`config.mk`:
```
export PLATFORM = sky130hd
export DESIGN_NAME = c_escape_string_decoder
export DESIGN_NICKNAME = d
export VERILOG_FILES = /design/src/hdl/ced_pkg.sv /design/src/hdl/c_escape_string_decoder.sv /design/src/hdl/ced_front.sv /design/src/hdl/ced_queue.sv /design/src/hdl/ced_back.sv
export VERILOG_INCLUDE_DIRS = /design/src /design/src/hdl
export SDC_FILE = /design/constraint.sdc
export NUM_CORES = 1
export LEC_CHECK = 0
export ABC_AREA = 1
export BUFFER_PORTS_ARGS = -buffer_cell sky130_fd_sc_hd__buf_4
export CAP_MARGIN = 25
export CORE_UTILIZATION = 45
export DETAILED_ROUTE_END_ITERATION = 16
export GPL_TIMING_DRIVEN = 0
export SETUP_SLACK_MARGIN = 0.2
export SYNTH_ARGS = -nofsm -noshare
export SYNTH_HDL_FRONTEND = slang
export SYNTH_SLANG_ARGS = --single-unit
```
`constraint.sdc`:
```
create_clock -name clock -period 5.7 [get_ports clock]
set_input_delay 0.285 -clock clock [delete_from_list [all_inputs] [get_ports clock]]
set_output_delay 0.285 -clock clock [all_outputs]
set_load 0.01 [all_outputs]
```
`src/hdl/c_escape_string_decoder_defines.svh`:
```
// ---------------------------------------------------------------------------
// c_escape_string_decoder_defines
// Assertion macros shared by the escape decoder RTL.
// ---------------------------------------------------------------------------
`ifndef C_ESCAPE_STRING_DECODER_DEFINES_SVH
`define C_ESCAPE_STRING_DECODER_DEFINES_SVH

`ifndef SYNTH
`define CED_ASSERT_IMPLY(label, clk, rst, lhs, rhs) \
   label: assert property (@(posedge clk) disable iff (rst) (lhs) |-> (rhs)) \
      else $error("ced assertion failed");
`define CED_ASSERT_NEXT(label, clk, rst, lhs, rhs) \
   label: assert property (@(posedge clk) disable iff (rst) (lhs) |=> (rhs)) \
      else $error("ced assertion failed");
`else
`define CED_ASSERT_IMPLY(label, clk, rst, lhs, rhs)
`define CED_ASSERT_NEXT(label, clk, rst, lhs, rhs)
`endif

`endif

```
`src/hdl/ced_pkg.sv`:
```
// ---------------------------------------------------------------------------
// ced_pkg
// Types, codes and character tables of the C string escape decoder.
// ---------------------------------------------------------------------------
package ced_pkg;

   typedef enum logic [1:0] {
      MODE_NORMAL = 2'd0,
      MODE_ESC    = 2'd1,
      MODE_HEX1   = 2'd2,
      MODE_HEX2   = 2'd3
   } mode_type;

   typedef enum logic [1:0] {
      KIND_BYTE  = 2'd0,
      KIND_DONE  = 2'd1,
      KIND_ERROR = 2'd2
   } kind_type;

   localparam logic [2:0] ERR_NONE      = 3'd0;
   localparam logic [2:0] ERR_TRAIL_BS  = 3'd1;
   localparam logic [2:0] ERR_HEX_MISS  = 3'd2;
   localparam logic [2:0] ERR_HEX_ZERO  = 3'd3;
   localparam logic [2:0] ERR_UNK_ESC   = 3'd4;

   localparam logic [7:0] CH_BACKSLASH  = 8'h5C;
   localparam logic [7:0] CH_X          = 8'h78;

   localparam int QDEPTH = 4;
   localparam int QPTR_W = 2;
   localparam int QCNT_W = 3;

   typedef struct packed {
      kind_type    kind;
      logic [7:0]  data;
      logic [2:0]  err_code;
      logic [15:0] err_pos;
      logic [15:0] out_count;
      logic        last;
   } result_type;

   typedef struct packed {
      logic [1:0]  n;
      result_type  r0;
      result_type  r1;
   } push_type;

   function automatic result_type byte_res(input logic [7:0] v);
      result_type r;
      r = '0;
      r.kind = KIND_BYTE;
      r.data = v;
      return r;
   endfunction

   function automatic result_type err_res(input logic [2:0] code, input logic [15:0] pos);
      result_type r;
      r = '0;
      r.kind = KIND_ERROR;
      r.err_code = code;
      r.err_pos = pos;
      r.last = 1'b1;
      return r;
   endfunction

   function automatic result_type done_res(input logic [15:0] count);
      result_type r;
      r = '0;
      r.kind = KIND_DONE;
      r.out_count = count;
      r.last = 1'b1;
      return r;
   endfunction

   // {valid, value}
   function automatic logic [4:0] hex_value(input logic [7:0] c);
      logic [4:0] r;
      r = 5'd0;
      if (c >= 8'h30 && c <= 8'h39) begin
         r = {1'b1, 4'(c - 8'h30)};
      end else if (c >= 8'h61 && c <= 8'h66) begin
         r = {1'b1, 4'(c - 8'h57)};
      end else if (c >= 8'h41 && c <= 8'h46) begin
         r = {1'b1, 4'(c - 8'h37)};
      end
      return r;
   endfunction

   // {valid, byte}
   function automatic logic [8:0] escape_value(input logic [7:0] c);
      logic [8:0] r;
      case (c)
         8'h6E: r = {1'b1, 8'h0A};
         8'h74: r = {1'b1, 8'h09};
         8'h72: r = {1'b1, 8'h0D};
         8'h30: r = {1'b1, 8'h00};
         8'h5C: r = {1'b1, 8'h5C};
         8'h22: r = {1'b1, 8'h22};
         8'h27: r = {1'b1, 8'h27};
         8'h62: r = {1'b1, 8'h08};
         8'h66: r = {1'b1, 8'h0C};
         8'h76: r = {1'b1, 8'h0B};
         8'h61: r = {1'b1, 8'h07};
         default: r = 9'd0;
      endcase
      return r;
   endfunction

endpackage

```
`src/hdl/c_escape_string_decoder.sv`:
```
// ---------------------------------------------------------------------------
// c_escape_string_decoder
// Decodes C string literal bodies, one byte beat at a time.
//
//   channel  direction  beat
//   req_     in         op, ch
//   rsp_     out        kind, data, err_code, err_pos, out_count, last
//
// One beat per cycle in, one result beat per cycle out, unless req_stall or rsp_stall holds the flow.
// An input beat reaches its first result through the queue write and then the output register.
// A beat that yields two results pushes both at once; the 4-entry queue
// absorbs them, req_stall rises when fewer than two entries are free.
// Synchronous reset clears decoder state, queue pointers and rsp_valid;
// req_stall is held high while reset is asserted.
// ---------------------------------------------------------------------------
module c_escape_string_decoder #(
   parameter longint unsigned MAX_LEN = 65535
) (
   input  logic        clock,
   input  logic        reset,
   input  logic        req_valid,
   output logic        req_stall,
   input  logic        req_op,
   input  logic [7:0]  req_ch,
   output logic        rsp_valid,
   input  logic        rsp_stall,
   output logic [1:0]  rsp_kind,
   output logic [7:0]  rsp_data,
   output logic [2:0]  rsp_err_code,
   output logic [15:0] rsp_err_pos,
   output logic [15:0] rsp_out_count,
   output logic        rsp_last
);

   ced_pkg::push_type   push;
   ced_pkg::result_type head;
   ced_pkg::result_type rsp;
   logic                q_ready;
   logic                q_nonempty;
   logic                pop;
   logic                accept;

   assign req_stall = reset || !q_ready;
   assign accept    = req_valid && !req_stall;

   ced_front #(.MAX_LEN(MAX_LEN)) u_front (
      .clock  (clock),
      .reset  (reset),
      .accept (accept),
      .op     (req_op),
      .ch     (req_ch),
      .push_o (push)
   );

   ced_queue u_queue (
      .clock    (clock),
      .reset    (reset),
      .push_i   (push),
      .pop      (pop),
      .ready    (q_ready),
      .nonempty (q_nonempty),
      .head     (head)
   );

   ced_back u_back (
      .clock     (clock),
      .reset     (reset),
      .nonempty  (q_nonempty),
      .head      (head),
      .pop       (pop),
      .rsp_stall (rsp_stall),
      .rsp_valid (rsp_valid),
      .rsp       (rsp)
   );

   assign rsp_kind      = rsp.kind;
   assign rsp_data      = rsp.data;
   assign rsp_err_code  = rsp.err_code;
   assign rsp_err_pos   = rsp.err_pos;
   assign rsp_out_count = rsp.out_count;
   assign rsp_last      = rsp.last;

endmodule

```
`src/hdl/ced_front.sv`:
```
// ---------------------------------------------------------------------------
// ced_front
// Accepts string beats, runs the escape state machine and pushes zero to
// two results per beat into the queue.
// ---------------------------------------------------------------------------
module ced_front #(
   parameter longint unsigned MAX_LEN = 65535
) (
   input  logic              clock,
   input  logic              reset,
   input  logic              accept,
   input  logic              op,
   input  logic [7:0]        ch,
   output ced_pkg::push_type push_o
);

   localparam int CNT_W = $clog2(MAX_LEN + 64'd1);
   localparam logic [CNT_W-1:0] MAX_C = CNT_W'(MAX_LEN);

   ced_pkg::mode_type mode_ff, mode_in;
   logic [3:0]        fh_ff, fh_in;
   logic [CNT_W-1:0]  bi_ff, bi_in;
   logic [CNT_W-1:0]  ec_ff, ec_in;
   logic              failed_ff, failed_in;
   logic [CNT_W-1:0]  ec1;
   logic [4:0]        hex;
   logic [8:0]        esc;
   logic [7:0]        hv;

   function automatic logic [CNT_W-1:0] sat_inc(input logic [CNT_W-1:0] v);
      return (v == MAX_C) ? v : v + 1'b1;
   endfunction

   function automatic logic [CNT_W-1:0] sub_floor(input logic [CNT_W-1:0] v,
                                                  input logic [1:0] d);
      return (v >= CNT_W'(d)) ? v - CNT_W'(d) : '0;
   endfunction

   function automatic logic [15:0] to16(input logic [CNT_W-1:0] v);
      logic [CNT_W+15:0] w;
      w = {16'd0, v};
      return w[15:0];
   endfunction

   always_ff @(posedge clock) begin
      if (reset) begin
         mode_ff   <= ced_pkg::MODE_NORMAL;
         fh_ff     <= 4'd0;
         bi_ff     <= '0;
         ec_ff     <= '0;
         failed_ff <= 1'b0;
      end else begin
         mode_ff   <= mode_in;
         fh_ff     <= fh_in;
         bi_ff     <= bi_in;
         ec_ff     <= ec_in;
         failed_ff <= failed_in;
      end
   end

   always_comb begin
      mode_in   = mode_ff;
      fh_in     = fh_ff;
      bi_in     = bi_ff;
      ec_in     = ec_ff;
      failed_in = failed_ff;
      push_o    = '0;
      hex       = ced_pkg::hex_value(ch);
      esc       = ced_pkg::escape_value(ch);
      hv        = {fh_ff, hex[3:0]};
      ec1       = sat_inc(ec_ff);
      if (accept) begin
         if (op) begin
            if (!failed_ff) begin
               case (mode_ff)
                  ced_pkg::MODE_ESC: begin
                     push_o.n  = 2'd1;
                     push_o.r0 = ced_pkg::err_res(ced_pkg::ERR_TRAIL_BS,
                                                  to16(sub_floor(bi_ff, 2'd1)));
                  end
                  ced_pkg::MODE_HEX1: begin
                     push_o.n  = 2'd1;
                     push_o.r0 = ced_pkg::err_res(ced_pkg::ERR_HEX_MISS,
                                                  to16(sub_floor(bi_ff, 2'd2)));
                  end
                  ced_pkg::MODE_HEX2: begin
                     if (fh_ff == 4'd0) begin
                        push_o.n  = 2'd1;
                        push_o.r0 = ced_pkg::err_res(ced_pkg::ERR_HEX_ZERO,
                                                     to16(sub_floor(bi_ff, 2'd2)));
                     end else begin
                        push_o.n  = 2'd2;
                        push_o.r0 = ced_pkg::byte_res({4'd0, fh_ff});
                        push_o.r1 = ced_pkg::done_res(to16(ec1));
                     end
                  end
                  default: begin
                     push_o.n  = 2'd1;
                     push_o.r0 = ced_pkg::done_res(to16(ec_ff));
                  end
               endcase
            end
            mode_in   = ced_pkg::MODE_NORMAL;
            fh_in     = 4'd0;
            bi_in     = '0;
            ec_in     = '0;
            failed_in = 1'b0;
         end else begin
            bi_in = sat_inc(bi_ff);
            if (!failed_ff) begin
               case (mode_ff)
                  ced_pkg::MODE_HEX2: begin
                     mode_in = ced_pkg::MODE_NORMAL;
                     push_o.n = 2'd1;
                     if (hex[4]) begin
                        if (hv == 8'd0) begin
                           push_o.r0 = ced_pkg::err_res(ced_pkg::ERR_HEX_ZERO,
                                                        to16(sub_floor(bi_ff, 2'd1)));
                           failed_in = 1'b1;
                        end else begin
                           push_o.r0 = ced_pkg::byte_res(hv);
                           ec_in     = ec1;
                        end
                     end else if (fh_ff == 4'd0) begin
                        push_o.r0 = ced_pkg::err_res(ced_pkg::ERR_HEX_ZERO,
                                                     to16(sub_floor(bi_ff, 2'd2)));
                        failed_in = 1'b1;
                     end else begin
                        push_o.r0 = ced_pkg::byte_res({4'd0, fh_ff});
                        if (ch == ced_pkg::CH_BACKSLASH) begin
                           mode_in = ced_pkg::MODE_ESC;
                           ec_in   = ec1;
                        end else begin
                           push_o.n  = 2'd2;
                           push_o.r1 = ced_pkg::byte_res(ch);
                           ec_in     = sat_inc(ec1);
                        end
                     end
                  end
                  ced_pkg::MODE_ESC: begin
                     if (ch == ced_pkg::CH_X) begin
                        mode_in = ced_pkg::MODE_HEX1;
                     end else if (esc[8]) begin
                        mode_in   = ced_pkg::MODE_NORMAL;
                        push_o.n  = 2'd1;
                        push_o.r0 = ced_pkg::byte_res(esc[7:0]);
                        ec_in     = ec1;
                     end else begin
                        mode_in   = ced_pkg::MODE_NORMAL;
                        push_o.n  = 2'd1;
                        push_o.r0 = ced_pkg::err_res(ced_pkg::ERR_UNK_ESC,
                                                     to16(sub_floor(bi_ff, 2'd1)));
                        failed_in = 1'b1;
                     end
                  end
                  ced_pkg::MODE_HEX1: begin
                     if (hex[4]) begin
                        fh_in   = hex[3:0];
                        mode_in = ced_pkg::MODE_HEX2;
                     end else begin
                        mode_in   = ced_pkg::MODE_NORMAL;
                        push_o.n  = 2'd1;
                        push_o.r0 = ced_pkg::err_res(ced_pkg::ERR_HEX_MISS,
                                                     to16(sub_floor(bi_ff, 2'd2)));
                        failed_in = 1'b1;
                     end
                  end
                  default: begin
                     if (ch == ced_pkg::CH_BACKSLASH) begin
                        mode_in = ced_pkg::MODE_ESC;
                     end else begin
                        push_o.n  = 2'd1;
                        push_o.r0 = ced_pkg::byte_res(ch);
                        ec_in     = ec1;
                     end
                  end
               endcase
            end
         end
      end
   end

endmodule

```
`src/hdl/ced_queue.sv`:
```
// ---------------------------------------------------------------------------
// ced_queue
// Four-entry result queue, up to two pushes and one pop per cycle.
// ---------------------------------------------------------------------------
`include "c_escape_string_decoder_defines.svh"

module ced_queue (
   input  logic                clock,
   input  logic                reset,
   input  ced_pkg::push_type   push_i,
   input  logic                pop,
   output logic                ready,
   output logic                nonempty,
   output ced_pkg::result_type head
);

   ced_pkg::result_type        mem_ff [ced_pkg::QDEPTH];
   logic [ced_pkg::QPTR_W-1:0] wr_ff, wr_in;
   logic [ced_pkg::QPTR_W-1:0] rd_ff, rd_in;
   logic [ced_pkg::QCNT_W-1:0] count_ff, count_in;
   logic [ced_pkg::QPTR_W-1:0] wr_next;

   assign wr_next  = wr_ff + 1'b1;
   assign ready    = count_ff <= ced_pkg::QCNT_W'(ced_pkg::QDEPTH - 2);
   assign nonempty = count_ff != '0;
   assign head     = mem_ff[rd_ff];

   always_comb begin
      wr_in    = wr_ff + ced_pkg::QPTR_W'(push_i.n);
      rd_in    = rd_ff + ced_pkg::QPTR_W'(pop);
      count_in = count_ff + ced_pkg::QCNT_W'(push_i.n) - ced_pkg::QCNT_W'(pop);
   end

   always_ff @(posedge clock) begin
      if (reset) begin
         wr_ff    <= '0;
         rd_ff    <= '0;
         count_ff <= '0;
      end else begin
         wr_ff    <= wr_in;
         rd_ff    <= rd_in;
         count_ff <= count_in;
      end
   end

   always_ff @(posedge clock) begin
      if (push_i.n != 2'd0) begin
         mem_ff[wr_ff] <= push_i.r0;
      end
      if (push_i.n == 2'd2) begin
         mem_ff[wr_next] <= push_i.r1;
      end
   end

   `CED_ASSERT_IMPLY(a_count_max, clock, reset, 1'b1, count_ff <= ced_pkg::QDEPTH)
   `CED_ASSERT_IMPLY(a_push_room, clock, reset, push_i.n != 2'd0, ready)
   `CED_ASSERT_IMPLY(a_pop_nonempty, clock, reset, pop, nonempty)
   `CED_ASSERT_IMPLY(a_pair_order, clock, reset, push_i.n == 2'd2, !push_i.r0.last)

endmodule

```
`src/hdl/ced_back.sv`:
```
// ---------------------------------------------------------------------------
// ced_back
// Output register: drains the queue onto the result channel.
// ---------------------------------------------------------------------------
module ced_back (
   input  logic                clock,
   input  logic                reset,
   input  logic                nonempty,
   input  ced_pkg::result_type head,
   output logic                pop,
   input  logic                rsp_stall,
   output logic                rsp_valid,
   output ced_pkg::result_type rsp
);

   logic                valid_ff, valid_in;
   ced_pkg::result_type res_ff, res_in;

   always_comb begin
      pop      = nonempty && (!valid_ff || !rsp_stall);
      valid_in = pop || (valid_ff && rsp_stall);
      res_in   = pop ? head : res_ff;
   end

   always_ff @(posedge clock) begin
      if (reset) begin
         valid_ff <= 1'b0;
      end else begin
         valid_ff <= valid_in;
      end
   end

   always_ff @(posedge clock) begin
      res_ff <= res_in;
   end

   assign rsp_valid = valid_ff;
   assign rsp       = res_ff;

endmodule

```
==> results.rst <==
.. list-table::
   :header-rows: 1

   * - Metric
     - Value
   * - Final routed wire length divided by cell count
     - 18.7 um
   * - Nets
     - 2191
   * - Maximum achievable frequency
     - 0.265 GHz
   * - Diodes inserted
     - 0
   * - Final Hold Slack
     - 0.0726 ns
   * - DRC Markers
     - 0
   * - Cell-by-cell listing of the critical path
     - ha_1 > inv_1 > clkbuf_1 > nor2_2 > nand3_2 > nor2_4 > nor2_4 > inv_2 > nand3_1 > nand2_2 > inv_4 > buf_6 > nand2_1 > nand2_1
   * - Number of slew-limit violations in the final report
     - 0
   * - Class of the tightest hold or removal check
     - in -> reg
   * - GR Util All Layers
     - 27.7%
   * - Post-synthesis async set-or-reset flop share
     - 0%
   * - Initial core utilization
     - 46.0%
   * - Mapped Cells
     - 2060
   * - Number of flops mapped to enable cells by yosys
     - 150
   * - Final number of hold-violating endpoints
     - 0
   * - Clock tree from TritonCTS
     - built
   * - Mean instance size in the synthesized netlist
     - 7.53 sq um
   * - Cells taking the most area after synthesis
     - edfxtp_1 (29%), dfxtp_1 (16%), nand2_1 (13%)
   * - Data required time of the critical path
     - 6.16 ns
   * - Post-detail-place hpwl
     - 35.4 mm
   * - Drt pass-1 iters
     - 5
   * - Fraction of final layout cells with drive strength greater than 1
     - 9.55%
   * - Final core area utilization
     - 52.1%
   * - Number of resized instances in the post-cts repair step
     - 0
   * - Die height
     - 188 um
   * - Number of placed I/O pins
     - 61
   * - Crit path arrival time
     - 4.23 ns
   * - Vias per Instance
     - 5.61
   * - Maximum cell stage delay along the critical path
     - 0.79 ns
   * - Leading area contributor after synthesis
     - edfxtp_1
   * - Post-synth top area share
     - 29.0%
   * - Number of clock sinks
     - 277
   * - Final total negative setup slack
     - 0 ns
   * - Synthesis-to-layout area growth
     - 13.1%
   * - Core region area
     - 33700 sq um
   * - Total power per unit cell area
     - 361 nW/um^2
   * - X dimension of the die
     - 188 um
   * - Setup Buffers After CTS
     - 0
   * - Wire length of the first global-routing pass
     - 76.7 mm
   * - Maximum VDD drop
     - 306 uV
   * - Worst-path maximum fanout
     - 28
   * - Die Area
     - 35200 sq um
   * - Outcome
     - finished, final reports clean
   * - Initial antenna violation count
     - 0
   * - Yosys warning total
     - 0
   * - Number of buffers added on ports
     - 59
   * - Clock-pin slew of the registers on the worst-case setup and hold paths
     - 0.07 ns
   * - Mapped Nets
     - 2097
   * - Static leakage
     - 7.14 nW
   * - Max-cap violations
     - 0
   * - Most used flip-flop cell after synthesis
     - edfxtp_1
   * - Critical Path Source Type
     - flip-flop
   * - Critical-path cell with the highest stage delay
     - nand2_2
   * - Time the final worst path needs with I/O delays and setup
     - 3.77 ns
   * - Htree depth
     - 1
   * - Clock Path Buffers
     - 3
   * - Last weighted congestion value of the routability-driven placer
     - 0.911
   * - Unrepaired setup endpoints after global routing
     - false
   * - Share of the cycle needed by the critical path after routing
     - 66.2%
   * - Area of combinational cells with multiple inputs
     - 7250 sq um
   * - Cell area after synthesis
     - 15500 sq um
   * - Portion of the post-synthesis area used by sequential elements
     - 45.4%
   * - Type of element capturing the critical path
     - flip-flop
   * - Distinct cells, synth
     - 49
   * - Worst Tran Pin Value
     - 0.994 ns
   * - Top cell family by delay on the critical path
     - simple AND/OR/NAND/NOR gates
   * - Setup violations, final
     - 0
   * - Worst clock skew on the final layout
     - 0.0113 ns
   * - Floorplan row count
     - 67
   * - Starting DRC count in detailed routing
     - 1880
   * - Buffer and inverter count on the worst path
     - 5
   * - CTS root buffer
     - clkbuf_16
   * - Sequential cell area
     - 7050 sq um
   * - Hold buffers post-CTS
     - 1
   * - Type of the setup path with the least slack
     - reg -> reg
   * - Maximum number of pins on one net before global-route repair
     - 30
   * - Final Routed Wirelength
     - 49.2 mm
   * - Number of filler cells placed in the layout
     - 3407
   * - Worst skew pair latency
     - 0.57 ns
   * - Worst max-slew margin expressed relative to the limit
     - 33.7%
   * - Total global routing overflow
     - 0
   * - Vias
     - 14742
   * - Total clock buffers created by CTS
     - 31
   * - Number of global-route vias before repair
     - 13653
   * - Detail Route Antenna Nets
     - 0
   * - Register bit count reported by yosys
     - 277
   * - Number of standard cells in the layout, taps in and fillers out
     - 2626
   * - Total instance count after detailed placement
     - 2568
[cells in the mapped netlist (4+ instances only)]
cell type,instances
buf_4,17
nand2_2,13
nand2_4,4
nor2_1,234
nand4_1,37
a21oi_1,64
edfxtp_1,150
clkbuf_1,58
o21ai_0,204
dfxtp_1,127
nor3b_1,5
nand3_2,5
nor3_1,22
nor2_4,7
buf_2,20
buf_6,7
inv_1,159
a22oi_1,5
inv_2,13
nand3_1,186
a31oi_1,5
o22ai_1,68
buf_1,6
o211ai_1,6
ha_1,23
xor2_1,22
o21ai_1,11
clkinv_1,4
nand2_1,535
nor2_2,8
a211oi_1,4
[metal layers]
layer	up-vias	global-route usage [%]	wire length [um]
li1	7117	-	-
met1	6949	41.8	23100
met2	613	42.3	21400
met3	63	3.37	3940
met4	0	6.00	803
met5	-	0	0
[metrics by stage]
step | power [mW] | setup WS [ns] | cell area, sq um
after CTS | 6.33 | 1.96 | 17500
final | 6.33 | 1.93 | 17500
after floorplan | 3.60 | 1.28 | 15500
after global routing | 6.60 | 1.61 | 17500
after global placement | 4.35 | -0.501 | 16500
after detailed placement | 4.37 | 1.87 | 16500
[where the power goes]
part	leakage [nW]	internal, mW	switching [mW]
registers	2.50	2.47	0.0831
logic	4.16	0.575	1.22
clock network	0.478	1.17	0.814
total	7.14	4.21	2.11
[cell families (layout without fill, tap and decap cells)]
group,after synthesis,in the layout,share of synthesized area (%)
AOI/OAI and AO/OA,380,380,13.4
xor gates and xnor gates,23,23,1.30
adders and majority gates,24,24,1.98
buffers and inverters,287,405,7.91
DFF,277,277,45.4
and+or+nand+nor,1069,1069,30.0
[registers in the layout, indices dropped and copies added (netlist names)]
| signal | flops |
|---|---|
| u_queue.mem_ff | 184 |
| u_queue.rd_ff | 2 |
| u_front.ec_ff | 16 |
| u_queue.wr_ff | 2 |
| u_back.rsp | 46 |
| u_front.mode_ff | 2 |
| u_back.rsp_valid | 1 |
| u_front.bi_ff | 16 |
| u_queue.count_ff | 3 |
| u_front.failed_ff | 1 |
| u_front.fh_ff | 4 |
[worst paths after layout]
check | startpoint | endpoint | slack [ns] | depth (start not counted)
setup / recovery | u_front.mode_ff[1] | u_queue.mem_ff[0][33] | 1.93 | 14
hold / removal | rsp_stall | u_back.rsp_valid | 0.07 | 5
setup reg to reg | u_front.mode_ff[1] | u_queue.mem_ff[0][33] | 1.93 | 14
hold reg to reg | u_queue.mem_ff[1][17] | u_queue.mem_ff[1][17] | 0.44 | 2
[placed cells by master, fill, tap and decap left out, types with 3 or more instances in the layout]
master	instances
nand2_1	535
nor2_1	234
o21ai_0	204
nand3_1	186
inv_1	159
edfxtp_1	150
dfxtp_1	127
buf_4	76
o22ai_1	68
clkbuf_1	66
a21oi_1	64
nand4_1	37
clkbuf_16	31
ha_1	23
xor2_1	22
nor3_1	22
buf_2	20
nand2_2	13
inv_2	13
clkinv_1	13
o21ai_1	11
nor2_2	8
nor2_4	7
buf_6	7
o211ai_1	6
buf_1	6
nand3_2	5
a22oi_1	5
nor3b_1	5
nand2_4	4
a211oi_1	4
a31oi_1	4
bufinv_16	4
clkinv_2	4
o21bai_1	3
or2_2	3
inv_4	3
[worst min-delay path: stages]
cell and delay (ns):
buf_4 0.07, nand2_1 0.04, inv_1 0.10, o41ai_1 0.07, inv_1 0.04
[final cells by class]
| class | instances | area share [%] |
|---|---|---|
| sequential | 277 | 40.2 |
| inverter | 179 | 3.87 |
| timing repair buffer | 61 | 2.70 |
| clock buffer | 39 | 4.59 |
| multi-input combinational | 1496 | 41.3 |
| tap | 448 | 3.20 |
| clock inverter | 18 | 1.03 |
| buffer | 108 | 3.12 |
Power figures use the tool's default switching activity.
